--- src/hdl/swsr_pkg.sv ---
// Package for the single-wire sensor reader: sequencer phase encoding,
// configuration defaults, register indexes and the structs passed between modules.
// No dependencies.
package swsr_pkg;

    // Default width of the tick counter.
    localparam int COUNTER_WIDTH_DEF = 16;

    // Configuration port geometry.
    localparam int CFG_IDX_W  = 2;
    localparam int CFG_DATA_W = 16;

    // Register indexes on the configuration port.
    localparam logic [CFG_IDX_W-1:0] REG_START_LOW    = 2'd0;
    localparam logic [CFG_IDX_W-1:0] REG_RELEASE      = 2'd1;
    localparam logic [CFG_IDX_W-1:0] REG_SAMPLE_DELAY = 2'd2;

    // Reset values of the configuration registers.
    localparam logic [15:0] START_LOW_RST    = 16'd20000;
    localparam logic [7:0]  RELEASE_RST      = 8'd40;
    localparam logic [7:0]  SAMPLE_DELAY_RST = 8'd40;

    // Bit positions that frame the three bytes of a reading.
    localparam logic [4:0] BIT_HUM_END  = 5'd8;
    localparam logic [4:0] BIT_SKIP_END = 5'd16;
    localparam logic [4:0] BIT_TEMP_END = 5'd24;

    typedef enum logic [3:0] {
        PH_IDLE    = 4'd0,
        PH_LOW     = 4'd1,
        PH_RELEASE = 4'd2,
        PH_RESP_A  = 4'd3,
        PH_RESP_B  = 4'd4,
        PH_RESP_C  = 4'd5,
        PH_RISE    = 4'd6,
        PH_DELAY   = 4'd7,
        PH_FALL    = 4'd8
    } t_phase;

    typedef struct packed {
        logic [15:0] start_low_ticks;
        logic [7:0]  release_ticks;
        logic [7:0]  sample_delay_ticks;
    } t_cfg;

    typedef struct packed {
        logic       drive_low;
        logic       busy_res;
        logic       done_res;
        logic [7:0] humidity;
        logic [7:0] temperature;
    } t_result;

endpackage

--- src/hdl/single_wire_sensor_reader.sv ---
// Top level of the single-wire sensor reader: input register, configuration
// registers, output register and the handshakes. Depends on swsr_pkg, swsr_core.
//
// The block takes one sampled tick of the sensor data wire per input transaction
// and returns exactly one result transaction for it. A start request while idle
// drives the wire low for start_low_ticks ticks (the tick carrying the request is
// the first), releases it for release_ticks ticks, follows the sensor's response
// (fall, rise, fall) and then follows 24 bits MSB first; each bit of the first and
// third bytes is sampled sample_delay_ticks ticks after its rising edge. The first
// byte becomes the humidity output, the second is skipped, the third becomes the
// temperature output and raises done_res on the tick its last falling edge is seen.
// Waits for edges have no timeout. Throughput is one transaction per clock while
// the result channel does not stall: the sequencer state in swsr_core is updated
// once per tick by a single short step. An accepted input is held in the input
// register, then its result in the output register. Register values of zero act
// as one; values beyond the tick counter (COUNTER_WIDTH bits) act as its maximum.
// Configuration writes are always accepted and must only be issued while no read
// is in progress and the pipeline is empty; writes to an unknown index are ignored.
module single_wire_sensor_reader
    import swsr_pkg::*;
#(
    parameter int COUNTER_WIDTH = COUNTER_WIDTH_DEF
) (
    input  logic                  i_clk,
    input  logic                  i_rst_n,
    // Input channel.
    input  logic                  i_in_valid,
    output logic                  o_in_stall,
    input  logic                  i_line_level,
    input  logic                  i_start_request,
    // Result channel.
    output logic                  o_out_valid,
    input  logic                  i_out_stall,
    output logic                  o_drive_low,
    output logic                  o_busy_res,
    output logic                  o_done_res,
    output logic [7:0]            o_humidity,
    output logic [7:0]            o_temperature,
    // Configuration write channel.
    input  logic                  i_cfg_valid,
    output logic                  o_cfg_ready,
    input  logic [CFG_IDX_W-1:0]  i_cfg_index,
    input  logic [CFG_DATA_W-1:0] i_cfg_data
);

    logic    r_in_valid, n_in_valid;
    logic    r_in_line;
    logic    r_in_start;
    logic    r_out_valid;
    t_result r_out;
    t_result core_result;
    t_cfg    r_cfg;
    logic    advance;
    logic    consume;
    logic    in_accept;

    // The pipeline moves whenever the output register is empty or being drained.
    assign advance    = !r_out_valid || !i_out_stall;
    assign consume    = r_in_valid && advance;
    assign o_in_stall = r_in_valid && !advance;
    assign in_accept  = i_in_valid && !o_in_stall;

    always_comb begin
        if (in_accept) begin
            n_in_valid = 1'b1;
        end else if (consume) begin
            n_in_valid = 1'b0;
        end else begin
            n_in_valid = r_in_valid;
        end
    end

    always_ff @(posedge i_clk) begin
        if (!i_rst_n) begin
            r_in_valid <= 1'b0;
        end else begin
            r_in_valid <= n_in_valid;
        end
    end

    always_ff @(posedge i_clk) begin
        if (in_accept) begin
            r_in_line  <= i_line_level;
            r_in_start <= i_start_request;
        end
    end

    // Configuration registers; the port never pushes back.
    assign o_cfg_ready = 1'b1;

    always_ff @(posedge i_clk) begin
        if (!i_rst_n) begin
            r_cfg.start_low_ticks    <= START_LOW_RST;
            r_cfg.release_ticks      <= RELEASE_RST;
            r_cfg.sample_delay_ticks <= SAMPLE_DELAY_RST;
        end else if (i_cfg_valid && o_cfg_ready) begin
            unique case (i_cfg_index)
                REG_START_LOW:    r_cfg.start_low_ticks    <= i_cfg_data;
                REG_RELEASE:      r_cfg.release_ticks      <= i_cfg_data[7:0];
                REG_SAMPLE_DELAY: r_cfg.sample_delay_ticks <= i_cfg_data[7:0];
                default: begin
                end
            endcase
        end
    end

    swsr_core #(
        .COUNTER_WIDTH(COUNTER_WIDTH)
    ) u_core (
        .i_clk    (i_clk),
        .i_rst_n  (i_rst_n),
        .i_step   (consume),
        .i_line   (r_in_line),
        .i_start  (r_in_start),
        .i_cfg    (r_cfg),
        .o_result (core_result)
    );

    // Output register: holds one finished result while the consumer stalls.
    always_ff @(posedge i_clk) begin
        if (!i_rst_n) begin
            r_out_valid <= 1'b0;
        end else if (advance) begin
            r_out_valid <= r_in_valid;
        end
    end

    always_ff @(posedge i_clk) begin
        if (consume) begin
            r_out <= core_result;
        end
    end

    assign o_out_valid   = r_out_valid;
    assign o_drive_low   = r_out.drive_low;
    assign o_busy_res    = r_out.busy_res;
    assign o_done_res    = r_out.done_res;
    assign o_humidity    = r_out.humidity;
    assign o_temperature = r_out.temperature;

    // A completed reading always ends the sequence.
    a_done_not_busy: assert property (@(posedge i_clk) disable iff (!i_rst_n)
        (r_out_valid && r_out.done_res) |-> !r_out.busy_res)
        else $error("done result still busy");

    // The wire is only driven while a read is in progress.
    a_drive_busy: assert property (@(posedge i_clk) disable iff (!i_rst_n)
        (r_out_valid && r_out.drive_low) |-> r_out.busy_res)
        else $error("wire driven while idle");

    // Input is held off only while a tick waits behind a stalled result.
    a_stall_cause: assert property (@(posedge i_clk) disable iff (!i_rst_n)
        o_in_stall |-> (r_in_valid && r_out_valid && i_out_stall))
        else $error("input stalled without a full pipeline");

endmodule

--- src/hdl/swsr_core.sv ---
// Sequencer core of the single-wire sensor reader: phase, tick counter,
// bit counter and byte registers, advanced by one tick per step.
// Depends on swsr_pkg.
module swsr_core
    import swsr_pkg::*;
#(
    parameter int COUNTER_WIDTH = COUNTER_WIDTH_DEF
) (
    input  logic    i_clk,
    input  logic    i_rst_n,
    input  logic    i_step,
    input  logic    i_line,
    input  logic    i_start,
    input  t_cfg    i_cfg,
    output t_result o_result
);

    localparam int TW = (COUNTER_WIDTH > 16) ? COUNTER_WIDTH : 16;
    localparam logic [COUNTER_WIDTH-1:0] CNT_MAX = '1;

    t_phase                   r_phase, n_phase;
    logic [COUNTER_WIDTH-1:0] r_tick, n_tick;
    logic [4:0]               r_bit, n_bit;
    logic [7:0]               r_shift, n_shift;
    logic [7:0]               r_hum, n_hum;
    logic [7:0]               r_temp, n_temp;
    logic                     drive;
    logic                     done;
    logic [COUNTER_WIDTH-1:0] tick_inc;
    logic [COUNTER_WIDTH-1:0] tgt_low, tgt_rel, tgt_smp;

    // A zero count acts as one, and a count beyond the counter acts as its maximum.
    function automatic logic [COUNTER_WIDTH-1:0] f_target(input logic [15:0] v);
        logic [TW-1:0] w;
        w = TW'(v);
        if (w == '0) w = TW'(1);
        if (w > TW'(CNT_MAX)) w = TW'(CNT_MAX);
        return COUNTER_WIDTH'(w);
    endfunction

    assign tgt_low = f_target(i_cfg.start_low_ticks);
    assign tgt_rel = f_target({8'h00, i_cfg.release_ticks});
    assign tgt_smp = f_target({8'h00, i_cfg.sample_delay_ticks});

    always_comb begin
        n_phase  = r_phase;
        n_tick   = r_tick;
        n_bit    = r_bit;
        n_shift  = r_shift;
        n_hum    = r_hum;
        n_temp   = r_temp;
        drive    = 1'b0;
        done     = 1'b0;
        tick_inc = '0;

        if (n_phase == PH_IDLE && i_start) begin
            n_phase = PH_LOW;
            n_tick  = '0;
            n_bit   = '0;
            n_shift = '0;
        end

        tick_inc = (n_tick != CNT_MAX) ? n_tick + COUNTER_WIDTH'(1) : n_tick;

        unique case (n_phase)
            PH_IDLE: begin
            end
            PH_LOW: begin
                drive  = 1'b1;
                n_tick = tick_inc;
                if (tick_inc >= tgt_low) begin
                    n_phase = PH_RELEASE;
                    n_tick  = '0;
                end
            end
            PH_RELEASE: begin
                n_tick = tick_inc;
                if (tick_inc >= tgt_rel) n_phase = PH_RESP_A;
            end
            PH_RESP_A: begin
                if (!i_line) n_phase = PH_RESP_B;
            end
            PH_RESP_B: begin
                if (i_line) n_phase = PH_RESP_C;
            end
            PH_RESP_C: begin
                if (!i_line) begin
                    n_phase = PH_RISE;
                    n_bit   = '0;
                    n_shift = '0;
                end
            end
            PH_RISE: begin
                if (i_line) begin
                    // The middle byte is skipped: only its edges are followed.
                    if (n_bit >= BIT_HUM_END && n_bit < BIT_SKIP_END) begin
                        n_phase = PH_FALL;
                    end else begin
                        n_phase = PH_DELAY;
                        n_tick  = '0;
                    end
                end
            end
            PH_DELAY: begin
                n_tick = tick_inc;
                if (tick_inc >= tgt_smp) begin
                    n_shift = {n_shift[6:0], i_line};
                    n_phase = PH_FALL;
                end
            end
            PH_FALL: begin
                if (!i_line) begin
                    n_bit = n_bit + 5'd1;
                    if (n_bit == BIT_HUM_END) begin
                        n_hum   = n_shift;
                        n_shift = '0;
                        n_phase = PH_RISE;
                    end else if (n_bit >= BIT_TEMP_END) begin
                        n_temp  = n_shift;
                        n_shift = '0;
                        n_bit   = '0;
                        done    = 1'b1;
                        n_phase = PH_IDLE;
                    end else begin
                        n_phase = PH_RISE;
                    end
                end
            end
            default: begin
                n_phase = PH_IDLE;
            end
        endcase
    end

    always_comb begin
        o_result.drive_low   = drive;
        o_result.busy_res    = (n_phase != PH_IDLE);
        o_result.done_res    = done;
        o_result.humidity    = n_hum;
        o_result.temperature = n_temp;
    end

    always_ff @(posedge i_clk) begin
        if (!i_rst_n) begin
            r_phase <= PH_IDLE;
            r_tick  <= '0;
            r_bit   <= '0;
            r_shift <= '0;
            r_hum   <= '0;
            r_temp  <= '0;
        end else if (i_step) begin
            r_phase <= n_phase;
            r_tick  <= n_tick;
            r_bit   <= n_bit;
            r_shift <= n_shift;
            r_hum   <= n_hum;
            r_temp  <= n_temp;
        end
    end

    // The sample wait is never entered inside the skipped byte.
    a_no_delay_in_skip: assert property (@(posedge i_clk) disable iff (!i_rst_n)
        (r_phase == PH_DELAY) |-> !(r_bit >= BIT_HUM_END && r_bit < BIT_SKIP_END))
        else $error("sample wait entered inside skipped byte");

    // The bit counter wraps back to zero at the end of the temperature byte.
    a_bit_range: assert property (@(posedge i_clk) disable iff (!i_rst_n)
        r_bit < BIT_TEMP_END)
        else $error("bit counter past last bit");

    // The start pulse always begins from a cleared bit counter and shift byte.
    a_low_clean: assert property (@(posedge i_clk) disable iff (!i_rst_n)
        (r_phase == PH_LOW) |-> (r_bit == '0 && r_shift == '0))
        else $error("start pulse with stale bit state");

endmodule
--- config.mk ---
export PLATFORM = sky130hd
export DESIGN_NAME = single_wire_sensor_reader
export DESIGN_NICKNAME = d
export VERILOG_FILES = /design/src/hdl/swsr_pkg.sv /design/src/hdl/single_wire_sensor_reader.sv /design/src/hdl/swsr_core.sv
export SDC_FILE = /design/constraint.sdc
export NUM_CORES = 1
export LEC_CHECK = 0
export BUFFER_PORTS_ARGS = -buffer_cell sky130_fd_sc_hd__buf_2
export CORE_MARGIN = 1.5
export CORE_UTILIZATION = 40
export DETAILED_ROUTE_END_ITERATION = 10
export HOLD_SLACK_MARGIN = 0.02
export PLACE_DENSITY = 0.6
export SETUP_SLACK_MARGIN = 0.15
export SLEW_MARGIN = 0
export SYNTH_ARGS = -nofsm -noshare
export SYNTH_HDL_FRONTEND = slang
export SYNTH_SLANG_ARGS = --single-unit
--- constraint.sdc ---
create_clock -name i_clk -period 4 [get_ports i_clk]
set_input_delay 0.2 -clock i_clk [delete_from_list [all_inputs] [get_ports i_clk]]
set_output_delay 0.2 -clock i_clk [all_outputs]
set_load 0.03 [all_outputs]
After elaboration in Yosys (flattened, before gate mapping)
Cells that the tools add are included.
- flip-flop bits (word level): 104
- bits in latches: 0
- memory bits (writable): 0
- memory bits (read-only): 0
- input bits: 25
- output and inout port bits: 22
- logic and storage cells: 114
- memories kept: 0
- add/sub/neg operators: 2
- multipliers: 0
- divide/modulo/power cells: 0
- magnitude comparators: 9
- equality and inequality tests: 12
- shift-type cells: 0
- muxes and demuxes: 49
- bitwise operators: 1
- reduce and logical (&&, ||, !) cells: 23
- operators with widths (cell ; count):
    16-bit two-way mux ; 9
    8-bit two-way mux ; 15
    16-bit greater-or-equal comparator ; 3
    16-bit case mux with 3 select lines ; 1
    4-bit two-way mux ; 11
    4-bit case mux with 9 select lines ; 1
    8-bit by 16-bit > comparator with 1-bit output, second input constant ; 2
    5-bit two-way mux ; 5
    8-bit case mux with 3 select lines ; 1
    16-bit by 1-bit adder with 16-bit output, second input constant ; 1
    4-bit by 3-bit equality test with 1-bit output, second input constant ; 4
    16-bit > comparator, second input constant ; 1
    16-bit zero test ; 1
    8-bit zero test ; 2
    16-bit != test, second input constant ; 1
    5-bit case mux with 2 select lines ; 1
    4-bit by 2-bit equality test with 1-bit output, second input constant ; 2
    4-bit zero test ; 2
    2-bit AND reduction ; 3
    5-bit by 1-bit adder with 5-bit output, second input constant ; 1
    5-bit by 4-bit equality test with 1-bit output, second input constant ; 1
    5-bit by 4-bit greater-or-equal comparator with 1-bit output, second input constant ; 1
    5-bit greater-or-equal comparator, second input constant ; 1
    1-bit logical AND ; 5
    15 further kinds ; 21

Longest topological paths before layout
- depth in word-level cells: 10
- depth in mapped cells: 23
- mapped depth without buffers: 21

By module
Synthesis repeated with hierarchy kept, for this count alone.
- cells, all modules: 660
- area, all modules: 6077.1 um^2
- modules (own cells, without submodules) (module ; instances ; cells an instance ; area each (um^2) ; seq. area each (um^2)):
    swsr_core ; 1 ; 503 ; 4095.2 ; 980.9
    single_wire_sensor_reader ; 1 ; 157 ; 1981.9 ; 1311.3

Least setup slack after synthesis
No wires, ideal clock.
- path type: reg-to-reg
- from: reg r_in_start
- to: reg u_core.r_tick[11]
- setup time: 0.069 ns
- arrival time: 4.165 ns
- data required time: 3.931 ns
- path slack: -0.234 ns
- cell stages (with the launch flop): 23
- buffers on the path: 2
- clock period less this slack: 4.234 ns
- path through: edfxtp_1 -> nor3b_4 -> nand2_1 -> clkbuf_1 -> and2_1 -> ha_1 -> inv_1 -> a211oi_2 -> nand3_1 -> nand3_1 -> or2_2 -> xor2_1 -> nor2_1 -> ha_1 -> and2_1 -> a221oi_1 -> nand2_1 -> a21oi_1 -> a2111oi_2 -> nor4b_2 -> a21oi_2 -> buf_2 -> o21ai_1
- cells in the longest elaborated chain, start to end: 7
- elaborated cells on any way between the ends: 20
- classes of those cells: 1 x add/sub; 3 x order compare; 5 x eq/ne; 8 x mux; 3 x reduce/logical
- RTL lines (item ; RTL line ; text):
    from (decl) ; single_wire_sensor_reader.sv:48 ; logic r_in_start;
    from (signal assigned) ; single_wire_sensor_reader.sv:84 ; r_in_start <= i_start_request;
    1-bit logical AND * ; swsr_core.sv:56 ; if (n_phase == PH_IDLE && i_start) begin
    16-bit two-way mux / 5-bit two-way mux (equally long branches) ; swsr_core.sv:56 ;
    16-bit by 1-bit adder with 16-bit output, or another cell as far along ; swsr_core.sv:63 ; tick_inc = (n_tick != CNT_MAX) ? n_tick + COUNTER_WIDTH'(1) : n_tick;
    16-bit two-way mux / 1-bit logical AND (equally long branches) ; swsr_core.sv:63, swsr_core.sv:96 ;
    16-bit greater-or-equal comparator / 16-bit two-way mux (equally long branches) ; swsr_core.sv:71, swsr_core.sv:96 ;
    16-bit two-way mux (on tied branches) ; swsr_core.sv:71, swsr_core.sv:94 ;
    16-bit case mux with 3 select lines * ; swsr_core.sv:65 ; unique case (n_phase)
    to (signal assigned) ; swsr_core.sv:153 ; r_tick <= n_tick;
    to (decl) ; swsr_core.sv:22 ; logic [COUNTER_WIDTH-1:0] r_tick, n_tick;
Every way passes the cells marked *; elsewhere a longest branch is shown, timed or not.
A chain may end at the register's enable or synchronous reset.

Worst setup path in the final report
- from: reg r_in_start
- to: reg u_core.r_tick[3]
Same word-level chain as after synthesis.

==> summary.md <==
| Metric | Value |
|---|---|
| Critical-path cell list | nor3b_4 > nand2_2 > and2_4 > ha_4 > inv_4 > a211oi_4 > nand3_4 > nand3_2 > or2_4 > xor2_2 > nor2_2 > ha_1 > and2_4 > o2111ai_4 > a31oi_2 > a21oi_2 > a2111oi_4 > nor4b_2 > buf_4 > a21oi_4 > buf_6 > o21ai_1 |
| # port buffers | 45 |
| Worst Hold Class | input port to flip-flop |
| Seq/Total Area, Yosys | 39.6% |
| Peak supply drop | 214 uV |
| Layout cell share with drive strength beyond 1 | 21.7% |
| CTS tree | yes |
| CP Data Arrival Time | 4.18 ns |
| H-tree level count | 3 |
| I/O pin total | 47 |
| CTS Buffer Depth | 2 |
| Core Area | 14000 um^2 |
| Worst path max stage delay | 0.40 ns |
| Total track usage | 20.0% |
| Crit-path max FO | 8 |
| Most frequent cells in the layout | 110 x nand2_1, 83 x dfxtp_1, 53 x nor2_1 |
| Cell count after synthesis | 695 |
| Synthesized flop and latch total | 104 |
| MaxCap Viol Count | 0 |
| Row cnt | 43 |
| First-pass GRT wire length | 23700 um |
| Maximum number of pins on one net before global-route repair | 56 |
| Warnings, synthesis | 0 |
| Syn_nets | 750 |
| Chip height | 123 um |
| Status | finished clean |
| Total die area | 15200 um^2 |
| HPWL after DPL | 10600 um |
| GRT Max-Usage Layer | met2 |
| Commonest non-fill, non-tap cell in the layout | nand2_1 |
| Antenna Cells | 0 |
| Placed Area | 6320 um^2 |
| Worst hold slack | 0.0392 ns |
| Routed wire length | 14900 um |
| Synth top area cells | dfxtp_1 29%, edfxtp_1 11%, nand2_1 7.3% |
| Clk Latency, worst-skew pair | 0.35 ns |
| Max Slew Vio Count | 0 |
| # setup viols final | 0 |
| Post-synthesis area per instance | 8.32 um^2 |
| Drt drc | 0 |
| Slew HR | 25.8% |
| Worst-Margin Slew | 1.11 ns |
| CTS Buf Count | 9 |
| Yosys cell types | 67 |
| Tmin final | 3.94 ns |
| RSZ-0062 raised after global routing | true |
| Routed length per instance | 15.8 um |
| Leakage power | 0.00271 uW |
| GRT Residual Overflow | 0 |
| Met1 Resource Use GR | 25.9% |
| Initial DRC Count | 243 |
| Routed vias/inst | 5.46 |
| First-pass iteration count of the detailed router | 5 |
| Net count, final | 811 |
| Area growth from synthesis to layout | 20.9% |
| Initial antenna violation count | 0 |
| Routability Congestion | 0.916 |
| Fin util | 50.0% |
| Top FF cell, synth | dfxtp_1 |
| Skew final | 0.00532 ns |
| Chip Width | 123 um |
| PD cells | 332 nW/um^2 |
| Total number of vias | 5142 |
| CTS Root Cell | clkbuf_16 |
| Setup CP Type | flip-flop to flip-flop |
| Buf/Inv on CP | 3 |
| Met3 usage | 3.55% |
| Vias in the first global route | 4763 |
| Fill count | 1318 |
| Max Clock Freq | 0.254 GHz |
| Critical path startpoint category | flip-flop |
| Starting Density | 41.4% |
| Share of the synthesized area in the top cell type | 28.7% |
| Post-synth EDFFs | 21 |
| Crit. End Element | flip-flop |
| Clock Sinks | 104 |
| CP max stage cell | edfxtp_1 |
| Final period utilization | 98.5% |
| Asr flop ratio synth | 0% |
| Cell mode on critical path | and2_4 |
| Met2 usage | 33.5% |
| Design Area, Final | 7000 um^2 |
| CTS clk-pin slew, worst paths | 0.07 ns |
| Crit path max-delay family | compound AO/OA/AOI/OAI gates |
| Worst EP required | 4.24 ns |
| Final ANT Viol Nets | 0 |
| Mapped Area | 5780 um^2 |
| Final hold vios | 0 |
| Post-synth top area cell | dfxtp_1 |
-- cells by family (layout without fill, tap and decap cells) --
logic type | Yosys count | count (layout) | synth area share (%)
fa+ha+maj | 31 | 31 | 6.66
buf+inv | 77 | 143 | 5.39
simple gates | 297 | 297 | 25.5
other cells | 1 | 1 | 0.0648
xor+xnor | 13 | 13 | 1.97
flops | 104 | 104 | 39.6
compound gates | 153 | 153 | 17.5
mux | 19 | 19 | 3.31
-- synth_stat cells, drive strengths merged, types with 3 or more instances --
master     n
a2111oi    3
a21boi    14
a21o       3
a21oi     32
a31oi      5
a32o       5
a41o       3
and2       7
and3       7
buf       10
clkbuf    29
dfxtp     83
edfxtp    21
ha        30
inv       38
mux2i     18
nand2    112
nand2b     7
nand3     24
nand4      4
nor2      55
nor2b     26
nor3      14
nor3b     18
nor4       7
o211ai     9
o21a       4
o21ai     50
o2bb2ai    3
o31ai      4
or3        6
xnor2      7
xor2       6
-- power breakdown --
part | leakage [uW] | internal, uW | switching (uW)
clock | 0.000132 | 429 | 402
combinational | 0.00171 | 133 | 221
sequential | 0.000875 | 1110 | 25.9
-- through the flow --
step           setup WS, ns  total power (uW)  TNS, ns  cells
6_report             0.0597              2320        0    941
5_1_grt              -0.187              2420    -3.75    941
4_1_cts               0.154              2320        0    930
3_5_place_dp        -0.0477              1480   -0.170    904
3_3_place_gp         0.0402              1470        0    904
2_1_floorplan         0.144              1380        0    695
-- final cells by class --
type / count / area (um^2) / share of cell area, %
multi-input cells: 514 / 3490 / 49.8
clock inverters: 5 / 38.8 / 0.554
flip-flops and latches: 104 / 2290 / 32.8
clock buffers: 11 / 233 / 3.33
well taps: 180 / 225 / 3.22
repair buffers: 89 / 573 / 8.19
inverters: 38 / 148 / 2.11
-- final timing paths --
check,start,to,slack [ns],cells after the start
worst min-delay path,i_start_request,r_in_start,0.04,1
worst max register to register,r_in_start,u_core.r_tick[3],0.06,22
worst max-delay path,r_in_start,u_core.r_tick[3],0.06,22
worst min register to register,u_core.r_shift[7],u_core.r_shift[7],0.47,1
-- routing by layer --
metal	wire (um)	vias to the layer above	part of all wire, %
met4	324	0	2.2
li1	-	2551	-
met2	7210	135	48
met5	0	-	0
met1	6680	2431	45
met3	672	25	4.5
-- state kept, by name, indices dropped and copies added (netlist names), 4 cells and up --
name and count:
r_cfg 32, u_core.r_tick 16, o_humidity 8, o_temperature 8, u_core.r_hum 8, u_core.r_shift 8, u_core.r_temp 8, u_core.r_bit 5
u_core.r_phase 4
-- worst register-to-register path, delay by kind of cell (launching register included) --
family	cells	cell delay (ns)
buffers and inverters	3	0.39
AO/OA/AOI/OAI	7	1.30
adder cells (fa/ha/maj)	2	0.43
AND/OR/NAND/NOR	9	1.18
flip-flops	1	0.40
XOR/XNOR	1	0.14
-- what timing repair did --
action	in CTS	in global routing
gates cloned	0	0
setup endpoints to repair	24	27
setup buffers	9	11
pin swaps	13	36
gates resized for setup	12	36
hold buffers	1	0
hold endpoints to repair	1	0
(Power assumes the default switching activity.)
